[src/sv/ptfs_pkg.sv]
// Shared types, sizes and control structs for the periodic task fire scheduler.
`default_nettype none
package ptfs_pkg;

   localparam int MAX_TASKS = 16;
   localparam int IDX_W     = (MAX_TASKS > 1) ? $clog2(MAX_TASKS) : 1;
   localparam int CNT_W     = $clog2(MAX_TASKS + 1);
   localparam int MASK_W    = 16;
   localparam int MASK_N    = (MAX_TASKS < MASK_W) ? MAX_TASKS : MASK_W;
   localparam int MS_W      = 16;
   localparam int DVD_W     = MS_W + 1;
   localparam int BIT_W     = $clog2(DVD_W + 1);
   localparam int ENTRY_W   = 2 * MS_W;

   localparam logic KIND_ADD   = 1'b0;
   localparam logic KIND_ROUND = 1'b1;

   typedef struct packed {
      logic            kind;
      logic            start_now;
      logic [MS_W-1:0] phase_ms;
      logic [MS_W-1:0] period_ms;
   } req_type;

   typedef struct packed {
      logic [MASK_W-1:0] fire_mask;
      logic [MS_W-1:0]   wait_ms;
      logic              table_full;
   } rsp_type;

   typedef struct packed {
      logic add_exec;
      logic round_start;
      logic load_task;
      logic div_step;
      logic upd_task;
      logic time_upd;
      logic out_load;
   } ctrl_cmd_type;

   typedef struct packed {
      logic count_zero;
      logic div_last;
      logic last_task;
   } dp_status_type;

endpackage
`default_nettype wire

[src/sv/periodic_task_fire_scheduler.sv]
// Add request: result loads once the output is free; next request taken the cycle after.
// Round request: per stored task a table read, load, 17-step shared remainder unit
// and compare, then a time update and finish; the remainder unit is bit-serial.
// One request is in work at a time; a finished result waits in the output register.
// Synchronous reset empties the task table, clears pending flags, time and largest period.
`default_nettype none
module periodic_task_fire_scheduler
   import ptfs_pkg::*;
(
   input  wire logic    clock,
   input  wire logic    reset,
   input  wire logic    req_valid,
   output logic         req_stall,
   input  wire req_type req_data,
   output logic         rsp_valid,
   input  wire logic    rsp_stall,
   output rsp_type      rsp_data
);

   ctrl_cmd_type  cmd;
   dp_status_type status;

   ptfs_ctrl u_ctrl (
      .clock     (clock),
      .reset     (reset),
      .req_valid (req_valid),
      .req_kind  (req_data.kind),
      .rsp_stall (rsp_stall),
      .status    (status),
      .req_stall (req_stall),
      .rsp_valid (rsp_valid),
      .cmd       (cmd)
   );

   ptfs_dp u_dp (
      .clock    (clock),
      .reset    (reset),
      .req_data (req_data),
      .cmd      (cmd),
      .status   (status),
      .rsp_data (rsp_data)
   );

endmodule
`default_nettype wire

[src/sv/ptfs_ram.sv]
// Generic single-write, single-read RAM with registered read data.
`default_nettype none
module ptfs_ram #(
   parameter int WIDTH  = 32,
   parameter int DEPTH  = 16,
   localparam int ADDR_W = (DEPTH > 1) ? $clog2(DEPTH) : 1
) (
   input  wire logic              clock,
   input  wire logic              wr_en,
   input  wire logic [ADDR_W-1:0] wr_addr,
   input  wire logic [WIDTH-1:0]  wr_data,
   input  wire logic [ADDR_W-1:0] rd_addr,
   output logic      [WIDTH-1:0]  rd_data
);

   logic [WIDTH-1:0] mem_ff [DEPTH];
   logic [WIDTH-1:0] rd_data_ff;

   always_ff @(posedge clock) begin
      if (wr_en) begin
         mem_ff[wr_addr] <= wr_data;
      end
      rd_data_ff <= mem_ff[rd_addr];
   end

   assign rd_data = rd_data_ff;

endmodule
`default_nettype wire

[src/sv/ptfs_ctrl.sv]
// Controller state machine: sequences add requests and scheduling rounds.
`default_nettype none
module ptfs_ctrl
   import ptfs_pkg::*;
(
   input  wire logic          clock,
   input  wire logic          reset,
   input  wire logic          req_valid,
   input  wire logic          req_kind,
   input  wire logic          rsp_stall,
   input  wire dp_status_type status,
   output logic               req_stall,
   output logic               rsp_valid,
   output ctrl_cmd_type       cmd
);

   localparam logic [2:0] S_IDLE = 3'd0;
   localparam logic [2:0] S_RD   = 3'd1;
   localparam logic [2:0] S_LD   = 3'd2;
   localparam logic [2:0] S_DIV  = 3'd3;
   localparam logic [2:0] S_UPD  = 3'd4;
   localparam logic [2:0] S_TIME = 3'd5;
   localparam logic [2:0] S_FIN  = 3'd6;

   logic [2:0] state_ff, state_in;
   logic       rsp_valid_ff, rsp_valid_in;
   logic       req_take;
   logic       out_free;

   assign req_stall = (state_ff != S_IDLE);
   assign req_take  = req_valid && !req_stall;
   assign out_free  = !rsp_valid_ff || !rsp_stall;

   always_comb begin
      state_in = state_ff;
      cmd      = '0;
      case (state_ff)
         S_IDLE: begin
            if (req_take) begin
               if (req_kind == KIND_ADD) begin
                  cmd.add_exec = 1'b1;
                  state_in     = S_FIN;
               end else begin
                  cmd.round_start = 1'b1;
                  state_in        = status.count_zero ? S_TIME : S_RD;
               end
            end
         end
         S_RD: begin
            state_in = S_LD;
         end
         S_LD: begin
            cmd.load_task = 1'b1;
            state_in      = S_DIV;
         end
         S_DIV: begin
            cmd.div_step = 1'b1;
            if (status.div_last) begin
               state_in = S_UPD;
            end
         end
         S_UPD: begin
            cmd.upd_task = 1'b1;
            state_in     = status.last_task ? S_TIME : S_RD;
         end
         S_TIME: begin
            cmd.time_upd = 1'b1;
            state_in     = S_FIN;
         end
         S_FIN: begin
            if (out_free) begin
               cmd.out_load = 1'b1;
               state_in     = S_IDLE;
            end
         end
         default: begin
            state_in = S_IDLE;
         end
      endcase
   end

   always_comb begin
      rsp_valid_in = rsp_valid_ff;
      if (cmd.out_load) begin
         rsp_valid_in = 1'b1;
      end else if (rsp_valid_ff && !rsp_stall) begin
         rsp_valid_in = 1'b0;
      end
   end

   always_ff @(posedge clock) begin
      if (reset) begin
         state_ff     <= S_IDLE;
         rsp_valid_ff <= 1'b0;
      end else begin
         state_ff     <= state_in;
         rsp_valid_ff <= rsp_valid_in;
      end
   end

   assign rsp_valid = rsp_valid_ff;

   a_rsp_from_fin: assert property (@(posedge clock) disable iff (reset)
      $rose(rsp_valid_ff) |-> $past(state_ff) == S_FIN)
      else $error("response raised outside the finish state");

   a_one_cmd: assert property (@(posedge clock) disable iff (reset)
      $onehot0(cmd))
      else $error("more than one datapath command at once");

endmodule
`default_nettype wire

[src/sv/ptfs_dp.sv]
// Datapath: task table, pending flags, shared remainder unit and response register.
`default_nettype none
module ptfs_dp
   import ptfs_pkg::*;
(
   input  wire logic         clock,
   input  wire logic         reset,
   input  wire req_type      req_data,
   input  wire ctrl_cmd_type cmd,
   output dp_status_type     status,
   output rsp_type           rsp_data
);

   logic [CNT_W-1:0]     count_ff, count_in;
   logic [MS_W-1:0]      largest_ff, largest_in;
   logic [MS_W-1:0]      time_ff, time_in;
   logic [MAX_TASKS-1:0] pending_ff, pending_in;
   logic [MAX_TASKS-1:0] newpend_ff, newpend_in;
   logic [IDX_W-1:0]     idx_ff, idx_in;
   logic [MS_W-1:0]      per_ff, per_in;
   logic [DVD_W-1:0]     dvd_ff, dvd_in;
   logic [MS_W-1:0]      rem_ff, rem_in;
   logic [BIT_W-1:0]     bit_ff, bit_in;
   logic [MS_W-1:0]      wait_ff, wait_in;
   logic [MASK_W-1:0]    mask_ff, mask_in;
   logic                 full_ff, full_in;
   rsp_type              rsp_ff, rsp_in;

   logic                 ram_we;
   logic [ENTRY_W-1:0]   ram_rd;
   logic [IDX_W-1:0]     count_idx;
   logic                 table_full_w;
   logic [MS_W-1:0]      per_store;
   logic [MASK_W-1:0]    fire_bits;
   logic [DVD_W-1:0]     trial;
   logic [DVD_W-1:0]     trial_diff;
   logic [MS_W-1:0]      task_delay;
   logic [DVD_W-1:0]     time_sum;
   logic [DVD_W-1:0]     time_wrap;

   assign count_idx    = count_ff[IDX_W-1:0];
   assign table_full_w = (count_ff == CNT_W'(MAX_TASKS));
   assign per_store    = (req_data.period_ms == '0) ? MS_W'(1) : req_data.period_ms;

   always_comb begin
      fire_bits = '0;
      for (int i = 0; i < MASK_N; i++) begin
         fire_bits[i] = pending_ff[i];
      end
   end

   // one restoring step of (time + phase) mod period
   assign trial      = {rem_ff, dvd_ff[DVD_W-1]};
   assign trial_diff = trial - {1'b0, per_ff};
   assign task_delay = per_ff - rem_ff;

   assign time_sum  = {1'b0, time_ff} + {1'b0, wait_ff};
   assign time_wrap = (time_sum >= {1'b0, largest_ff}) ? time_sum - {1'b0, largest_ff}
                                                        : time_sum;

   ptfs_ram #(
      .WIDTH (ENTRY_W),
      .DEPTH (MAX_TASKS)
   ) u_table (
      .clock   (clock),
      .wr_en   (ram_we),
      .wr_addr (count_idx),
      .wr_data ({req_data.phase_ms, per_store}),
      .rd_addr (idx_ff),
      .rd_data (ram_rd)
   );

   always_comb begin
      count_in   = count_ff;
      largest_in = largest_ff;
      time_in    = time_ff;
      pending_in = pending_ff;
      newpend_in = newpend_ff;
      idx_in     = idx_ff;
      per_in     = per_ff;
      dvd_in     = dvd_ff;
      rem_in     = rem_ff;
      bit_in     = bit_ff;
      wait_in    = wait_ff;
      mask_in    = mask_ff;
      full_in    = full_ff;
      rsp_in     = rsp_ff;
      ram_we     = 1'b0;

      if (cmd.add_exec) begin
         mask_in = '0;
         wait_in = '0;
         full_in = table_full_w;
         if (!table_full_w) begin
            ram_we                = 1'b1;
            pending_in[count_idx] = req_data.start_now;
            if (per_store > largest_ff) begin
               largest_in = per_store;
            end
            count_in = count_ff + CNT_W'(1);
         end
      end

      if (cmd.round_start) begin
         mask_in    = fire_bits;
         wait_in    = largest_ff;
         newpend_in = '0;
         idx_in     = '0;
         full_in    = 1'b0;
      end

      if (cmd.load_task) begin
         per_in = ram_rd[MS_W-1:0];
         dvd_in = {1'b0, time_ff} + {1'b0, ram_rd[ENTRY_W-1:MS_W]};
         rem_in = '0;
         bit_in = BIT_W'(DVD_W);
      end

      if (cmd.div_step) begin
         if (trial >= {1'b0, per_ff}) begin
            rem_in = trial_diff[MS_W-1:0];
         end else begin
            rem_in = trial[MS_W-1:0];
         end
         dvd_in = {dvd_ff[DVD_W-2:0], 1'b0};
         bit_in = bit_ff - BIT_W'(1);
      end

      if (cmd.upd_task) begin
         if (task_delay == wait_ff) begin
            newpend_in[idx_ff] = 1'b1;
         end else if (task_delay < wait_ff) begin
            // new minimum: only this task stays marked
            wait_in            = task_delay;
            newpend_in         = '0;
            newpend_in[idx_ff] = 1'b1;
         end
         idx_in = idx_ff + IDX_W'(1);
      end

      if (cmd.time_upd) begin
         pending_in = newpend_ff;
         if (largest_ff != '0) begin
            time_in = time_wrap[MS_W-1:0];
         end
      end

      if (cmd.out_load) begin
         rsp_in.fire_mask  = mask_ff;
         rsp_in.wait_ms    = wait_ff;
         rsp_in.table_full = full_ff;
      end
   end

   always_ff @(posedge clock) begin
      if (reset) begin
         count_ff   <= '0;
         largest_ff <= '0;
         time_ff    <= '0;
         pending_ff <= '0;
      end else begin
         count_ff   <= count_in;
         largest_ff <= largest_in;
         time_ff    <= time_in;
         pending_ff <= pending_in;
      end
   end

   always_ff @(posedge clock) begin
      newpend_ff <= newpend_in;
      idx_ff     <= idx_in;
      per_ff     <= per_in;
      dvd_ff     <= dvd_in;
      rem_ff     <= rem_in;
      bit_ff     <= bit_in;
      wait_ff    <= wait_in;
      mask_ff    <= mask_in;
      full_ff    <= full_in;
      rsp_ff     <= rsp_in;
   end

   assign status.count_zero = (count_ff == '0);
   assign status.div_last   = (bit_ff == BIT_W'(1));
   assign status.last_task  = ((CNT_W'(idx_ff) + CNT_W'(1)) == count_ff);
   assign rsp_data          = rsp_ff;

   a_count_bound: assert property (@(posedge clock) disable iff (reset)
      count_ff <= CNT_W'(MAX_TASKS))
      else $error("task count beyond table size");

   a_time_bound: assert property (@(posedge clock) disable iff (reset)
      largest_ff != '0 |-> time_ff < largest_ff)
      else $error("current time not below largest period");

   a_rem_bound: assert property (@(posedge clock) disable iff (reset)
      cmd.upd_task |-> rem_ff < per_ff)
      else $error("remainder not below period");

   a_pending_live: assert property (@(posedge clock) disable iff (reset)
      (pending_ff >> count_ff) == '0)
      else $error("pending flag set on an empty slot");

endmodule
`default_nettype wire

[config.mk]
export PLATFORM = sky130hd
export DESIGN_NAME = periodic_task_fire_scheduler
export DESIGN_NICKNAME = d
export VERILOG_FILES = /design/src/sv/ptfs_pkg.sv /design/src/sv/periodic_task_fire_scheduler.sv /design/src/sv/ptfs_ram.sv /design/src/sv/ptfs_ctrl.sv /design/src/sv/ptfs_dp.sv
export SDC_FILE = /design/constraint.sdc
export NUM_CORES = 1
export LEC_CHECK = 0
export ABC_AREA = 1
export BUFFER_PORTS_ARGS = -buffer_cell sky130_fd_sc_hd__buf_2
export CORE_MARGIN = 3
export CORE_UTILIZATION = 55
export CTS_CLUSTER_DIAMETER = 30
export DETAILED_ROUTE_END_ITERATION = 10
export MAX_ROUTING_LAYER = met4
export PLACE_DENSITY = 0.71
export SKIP_LAST_GASP = 1
export SYNTH_ARGS = -nofsm -noshare
export SYNTH_HDL_FRONTEND = slang
export SYNTH_SLANG_ARGS = --single-unit
[constraint.sdc]
create_clock -name clock -period 6.23 [get_ports clock]
set_clock_uncertainty 0.15 [all_clocks]
set_input_delay 1.869 -clock clock [delete_from_list [all_inputs] [get_ports clock]]
set_output_delay 1.869 -clock clock [all_outputs]
set_load 0.01 [all_outputs]
==> metrics.txt, run 1 <==
outcome=finished clean; CTS Buffer Depth=3; highest net fanout along the worst path=26; area of all placed cells without fillers=just under 0.04 mm²; Final Hold Slack=between 0.2 and 0.3 ns; share of power burned in registers=30.5%; relative max-transition margin=10.9%; proportion of synthesized chip area in sequential cells=62.4%; Final Worst Setup Slack=1.89 ns; Worst setup endpoint=u_dp.wait_ff[0]; Horiz. Die Dim=approximately 250 µm; startpoint of the most critical setup path=u_dp.per_ff[0]; endpoint of the worst-slack reg-to-reg timing path=u_dp.wait_ff[0]; Post-Syn Nets=3448; worst setup path class=flip-flop to flip-flop; count of different cell masters after synthesis=50; number of antenna violations at the first check in global routing=5; total cell area at the placement stage=0.0348 mm²; clock tree sinks=around 740; average footprint of a synthesized cell=10.3 µm²; row cnt=90; vias=around 25000; unrepaired setup endpoints after global routing=false; synthesized netlist cell count=3284; pin count of the biggest net entering global routing=169; netlist area before placement=0.0337 mm²; routability congestion estimate from global placement=a little over 0.9; leakage dissipation=~16 nW; clock group share of total power=36.8%; area taken by flip-flops and latches=0.0210 mm²; wire length of the first global-routing pass=~140000 µm; routed wire length=91700 µm; area of the multi-input gates=0.0109 mm²; Switching Share=37.0%; number of buffers inserted by hold repair at cts=0; CTS clock-pin slew for the worst setup and hold paths=0.05 ns; root buffer selected by CTS=clkbuf_16; vertical die dimension=~250 µm; Skew-Pair Late Insertion Delay=0.71 ns; CTS-repair resized insts=0; data arrival time of the worst path=between 4 and 5 ns; category of the worst setup path capture point=flip-flop; number of flops mapped to enable cells by yosys=618; ratio of total power to cell area=526 mW/mm²; Total GRT Usage=29.4%; CORE AREA=0.0605 mm²; deepest level of the CTS H-tree=4; synthesized flop and latch total=741; Vias per Instance=approximately 5.9; count of warnings emitted by yosys=0; fraction of power consumed by combinational cells=32.7%; final count of negative-setup-slack endpoints=0; total negative slack for setup checks=0 ns; total count of hold-check failures in the final report=0; internal cell power=about 13 mW; detailed placer's ending HPWL=56500 µm; required time worst endpoint=6.67 ns; maximum vdd drop=356 µV; worst min path class=flip-flop to flip-flop; source of the worst register-to-register timing path=u_dp.per_ff[0]; Residual DRC=0; clock tree from TritonCTS=yes; share of post-route cells with drive strength above 1=11.2%; kind of start point of the critical path=flip-flop; number of global-route vias before repair=24500; Detailed Route Iter0 Violations=between 2000 and 3000; fillcell total=roughly 4500; most frequent standard cell in the layout excluding fill and tap cells=edfxtp_1; die outline area=0.0642 mm²; Num CTS Buffers=139; Initial Util=a little under three fifths; I/O pin count=73; Congestion Overflow GR=0; min cycle time layout=approximately 4.3 ns; flip-flop cell with the highest count after synthesis=edfxtp_1; highest clock rate=230 MHz; number of cells on the worst reg-to-reg path=21; most frequent cells in the layout=edfxtp_1, nand2_1, nor2_1; actual transition at the worst max-transition pin=between 1 and 1.5 ns; ANT nets after route=0; average wire per standard cell=21.4 µm; switching power=7.72 mW; count of nets after finishing=3539; share of the clock period used by the worst path after layout=69.6%; count of input and output buffers=72; area growth from synthesis to final layout=17.7%; Register-to-Register Setup Slack=1.89 ns; Post-CTS Setup Repair Bufs=0; share of synthesized flip-flops with an asynchronous set or reset=0%; Final Max Tran Viols=0; maxcap violations=0; setup slack at placement=1.52 ns; DRT Pass-1 Iters=6
cell families after synthesis:
logic type / Yosys count / share of synthesized area [%]
AO/OA/AOI/OAI: 645 / 10.7
XOR/XNOR: 48 / 1.25
adder cells (fa/ha/maj): 126 / 4.79
buffers and inverters: 473 / 5.44
flip-flops: 741 / 62.4
AND/OR/NAND/NOR: 1251 / 15.4
flip-flops by register name, indices dropped and copies added, names as in the netlist:
name	flops
u_dp.rsp_data	33
u_dp.largest_ff	16
u_dp.per_ff	16
u_dp.dvd_ff	17
u_dp.fire_bits	16
u_dp.u_table.mem_ff	512
u_ctrl.rsp_valid	1
u_dp.wait_ff	16
u_dp.idx_ff	4
u_ctrl.state_ff	3
u_dp.rem_ff	16
u_dp.time_ff	16
u_dp.mask_ff	16
u_dp.u_table.rd_data	32
u_dp.full_ff	1
u_dp.newpend_ff	16
u_dp.bit_ff	5
u_dp.count_ff	5
routing by layer:
metal,vias to the layer above,GRT usage (%),part of all wire [%]
met5,-,-,0
met4,0,10.1,2.8
met3,192,5.63,8.1
met2,1201,48.1,49
met1,12100,37.1,40
li1,11600,-,-
critical path, stage by stage (launching register included):
cell	delay [ns]
edfxtp_1	0.38
inv_1	0.07
ha_1	0.19
inv_1	0.09
fa_1	0.42
nand3_1	0.10
nand2_1	0.14
nand3_1	0.10
nand2_1	0.10
a21oi_1	0.18
xnor2_1	0.19
ha_1	0.30
nand2_1	0.07
inv_1	0.05
nand3_1	0.07
a31oi_1	0.08
nor3_1	0.29
nand3_2	0.55
inv_1	0.45
nand2_1	0.08
o21ai_0	0.10
inv_1	0.07
power by group through the flow:
stage	logic (mW)	clock network [mW]	registers (mW)
floorplan	4.85	0	6.27
global placement	6.51	0	6.43
detailed placement	6.68	0	6.44
CTS	6.74	7.73	6.36
global route	7.56	7.97	6.40
finish	6.81	7.67	6.37
synth_stat cells, types with 4 or more instances:
library cell | count | share of area, %
nand4_1 | 67 | 1.2
nand3b_1 | 8 | 0.18
inv_1 | 312 | 3.5
o21bai_1 | 10 | 0.22
o211ai_1 | 24 | 0.53
and2_1 | 5 | 0.093
or2_2 | 6 | 0.11
fa_1 | 5 | 0.30
inv_2 | 7 | 0.078
nand2_2 | 5 | 0.093
a21oi_1 | 125 | 1.9
nor2_1 | 397 | 4.4
ha_1 | 121 | 4.5
buf_2 | 25 | 0.37
clkbuf_1 | 119 | 1.3
buf_1 | 4 | 0.045
nand3_1 | 119 | 1.8
o21ai_0 | 302 | 4.5
nor3_1 | 19 | 0.28
xnor2_1 | 20 | 0.52
edfxtp_1 | 618 | 55
nor2_2 | 4 | 0.074
o21ai_1 | 15 | 0.22
a21boi_0 | 6 | 0.13
dfxtp_1 | 123 | 7.3
a22oi_1 | 14 | 0.31
a31oi_1 | 6 | 0.11
xor2_1 | 28 | 0.73
nand2_1 | 610 | 6.8
o22ai_1 | 129 | 2.4
metrics by stage:
step	instances	util [%]	power [mW]
3_3_place_gp	4016	57.5	12.9
5_1_grt	4278	65.5	21.9
6_report	4282	65.5	20.8
2_1_floorplan	3284	-	11.1
3_5_place_dp	4016	57.5	13.1
4_1_cts	4273	65.5	20.8
worst min path at each step:
| stage | startpoint | endpoint | slack [ns] | depth (start not counted) |
|---|---|---|---|---|
| floorplan | u_dp.u_table.rd_data[0] | u_dp.per_ff[0] | 0.24 | 0 |
| global placement | u_dp.u_table.rd_data[0] | u_dp.per_ff[0] | 0.24 | 0 |
| detailed placement | u_dp.u_table.rd_data[0] | u_dp.per_ff[0] | 0.24 | 0 |
| CTS | u_dp.u_table.rd_data[4] | u_dp.per_ff[4] | 0.25 | 0 |
| global route | u_dp.u_table.rd_data[12] | u_dp.per_ff[12] | 0.26 | 0 |
| finish | u_dp.u_table.rd_data[0] | u_dp.per_ff[0] | 0.25 | 0 |
cell type report:
type	instances	area share, %
inverters	320	3.05
well taps	782	2.47
clock inverters	94	2.83
flip-flops and latches	741	53.0
diodes	9	0.0568
repair buffers	103	1.53
clock buffers	163	9.43
multi-input cells	2070	27.6
Note: power is estimated with default switching activity, not from simulation.
==> inputs of run 2 (changes only) <==
Settings changed: ABC_AREA 1 to 0.
Clock period 6.23 ns to 4.5 ns, I/O delays scaled along.
==> run 2 against run 1 <==
The flow now finishes with violations (setup timing). Highest routed layer unchanged. Synthesized cell count down 37%. Cell area down 0.27%. Count of clock-buffer cells in the layout up 7. First-iteration DRC count fell by 30%.
==> metrics.txt, run 2 <==
most frequent cells in the layout=edfxtp_1, mux4_2, clkbuf_16; row cnt=88; category of the worst setup path capture point=flip-flop; leakage dissipation=approximately 14 nW; maxcap violations=0; CORE AREA=0.0579 mm²; Skew-Pair Late Insertion Delay=0.70 ns; total cell area at the placement stage=0.0345 mm²; ratio of total power to cell area=695 mW/mm²; number of cells on the worst reg-to-reg path=18; total count of hold-check failures in the final report=0; DRT Pass-1 Iters=5; highest net fanout along the worst path=5; Initial Util=between 50% and 60%; maximum vdd drop=592 µV; synthesized netlist cell count=between 2000 and 2500; count of input and output buffers=between 70 and 80; worst hold stages=0; clock tree sinks=741; post-layout util=68.2%; detailed placer's ending HPWL=around 47000 µm; share of post-route cells with drive strength above 1=28.4%; startpoint of the most critical setup path=u_dp.time_ff[1]; Final Hold Slack=roughly 0.26 ns; fraction of synthesized cell area taken by the top area cell type=57.4%; cell type with the largest total area after synthesis=edfxtp_1; highest-delay cell along the critical path=a2111oi_4; CTS Buffer Depth=3; synth cell count leaders=edfxtp_1, mux4_2, nor2_1, dfxtp_1, ha_1; root buffer selected by CTS=clkbuf_16; area of all placed cells without fillers=slightly below 0.04 mm²; Min-Delay Startpoint=u_dp.u_table.rd_data[8]; Total GRT Usage=between 20% and 30%; clock tree from TritonCTS=yes; flip-flop cell with the highest count after synthesis=edfxtp_1; vias=about 19000; area growth from synthesis to final layout=22.3%; share of synthesized flip-flops with an asynchronous set or reset=0%; Register-to-Register Setup Slack=-0.09 ns; netlist area before placement=0.0323 mm²; count leader, synth=edfxtp_1; number of flops mapped to enable cells by yosys=a little over 600; outcome=finished with violations; routed wire length=82600 µm; Congestion Overflow GR=0; Horiz. Die Dim=248 µm; number of buffers inserted by hold repair at cts=0; count of nets after finishing=approximately 2500; average wire per standard cell=25.9 µm; vertical die dimension=248 µm; Final Worst Setup Slack=-0.0893 ns; die outline area=0.0617 mm²; Post-Syn Nets=~2200; Vias per Instance=around 6; actual transition at the worst max-transition pin=1.26 ns; average footprint of a synthesized cell=15.7 µm²; required time worst endpoint=4.87 ns; data arrival time of the worst path=4.96 ns; cell breakdown of the critical path=ha_4 -> a211o_1 -> a2111oi_4 -> o31ai_4 -> a41o_1 -> o21a_1 -> o21ai_2 -> o31a_1 -> ha_4 -> nand4_1 -> nor4_1 -> or3_1 -> o41a_1 -> a21oi_4 -> buf_12 -> buf_8 -> mux2i_1 -> a21oi_1; deepest level of the CTS H-tree=4; CTS clock-pin slew for the worst setup and hold paths=around 0.05 ns; main area contributors after synthesis=edfxtp_1, mux4_2, dfxtp_1, ha_1, mux2i_1; synthesized flop and latch total=741; min cycle time layout=4.59 ns; number of antenna violations at the first check in global routing=3; most numerous cell on the critical path=ha_4; register name with the most flops=u_dp.u_table.mem_ff; number of global-route vias before repair=19400; pin count of the biggest net entering global routing=90; count of warnings emitted by yosys=0; Final Max Tran Viols=0; routability congestion estimate from global placement=0.921; flip-flop count of the largest register after layout=between 500 and 600; wire length of the first global-routing pass=122000 µm; worst setup path class=flip-flop to flip-flop; share of the clock period used by the worst path after layout=102%; largest incremental delay on the critical path=approximately 0.49 ns; source of the worst register-to-register timing path=u_dp.time_ff[1]; final count of negative-setup-slack endpoints=12; ANT nets after route=0; count of different cell masters after synthesis=82; Num CTS Buffers=approximately 140; highest clock rate=218 MHz; proportion of synthesized chip area in sequential cells=around 65%; worst min path class=flip-flop to flip-flop; I/O pin count=73; Overall Power=approximately 27 mW; kind of start point of the critical path=flip-flop; relative max-transition margin=approximately 15%; unrepaired setup endpoints after global routing=true; violations in the final reports=setup timing; Residual DRC=0; Detailed Route Iter0 Violations=1796; Worst setup endpoint=u_dp.time_ff[10]; setup slack at placement=-0.211 ns; endpoint of the worst-slack reg-to-reg timing path=u_dp.time_ff[10]; most frequent standard cell in the layout excluding fill and tap cells=edfxtp_1
-- run 2: cell types whose count changed in the layout (fill, tap and decap cells not counted), moves of 55 or more --
cell	delta
nand2_1	-529
o21ai_0	-257
nor2_1	-256
inv_1	-217
mux4_2	+160
o22ai_1	-127
nand3_1	-98
buf_4	+89
mux2i_1	+55
-- run 2: worst max-delay path, delay by kind of cell, from the launching register on --
kind | cells | cell delay [ns]
multiplexers | 1 | 0.21
adder cells (fa/ha/maj) | 2 | 0.45
buffers and inverters | 2 | 0.28
AO/OA/AOI/OAI | 10 | 2.44
flip-flops | 1 | 0.35
AND/OR/NAND/NOR | 3 | 0.53
-- run 2: how the worst min path moves through the flow --
stage	to
after floorplan	u_dp.per_ff[0]
after global placement	u_dp.per_ff[8]
after detailed placement	u_dp.per_ff[3]
after CTS	u_dp.per_ff[8]
after global routing	u_dp.rsp_data[31]
final	u_dp.per_ff[8]
-- run 2: metrics by stage --
stage	cells	setup TNS (ns)
after CTS	3169	0
after global routing	3187	-3.16
final	3187	-0.651
after floorplan	2055	0
after detailed placement	2921	-4.19
after global placement	2921	-2.14
-- run 2: cells by family after synthesis --
logic type / share of synthesized area, %
DFF: 65.1
and+or+nand+nor: 5.90
AOI/OAI and AO/OA: 6.88
muxes: 13.0
buffers and inverters: 2.42
adders and majority gates: 5.00
xor gates and xnor gates: 1.79
-- run 2: routing by layer --
metal	track usage, %	vias up	wire, µm
met5	-	-	0
met1	37.2	9879	34200
met4	10.4	0	2570
met3	5.49	155	6050
met2	43.6	833	39800
li1	-	8609	-
-- run 2: final cells by class --
class | instances | area [µm²]
flip-flops and latches | 741 | 21000
fillers | 3811 | 18400
multi-input cells | 1126 | 10900
clock buffers | 170 | 3720
repair buffers | 215 | 1740
well taps | 765 | 957
clock inverters | 76 | 865
inverters | 92 | 345
diodes | 2 | 5.00
-- run 2: what timing repair did --
action | in CTS | in global routing
gates resized for setup | 22 | 39
gates cloned | 0 | 4
pin swaps | 8 | 53
endpoints found under the setup margin | 48 | 48
setup buffers | 2 | 12
-- run 2: where the power goes --
part           switching [mW]  internal (mW)
registers               0.448           8.24
logic                    4.63           4.11
clock network            3.46           6.59
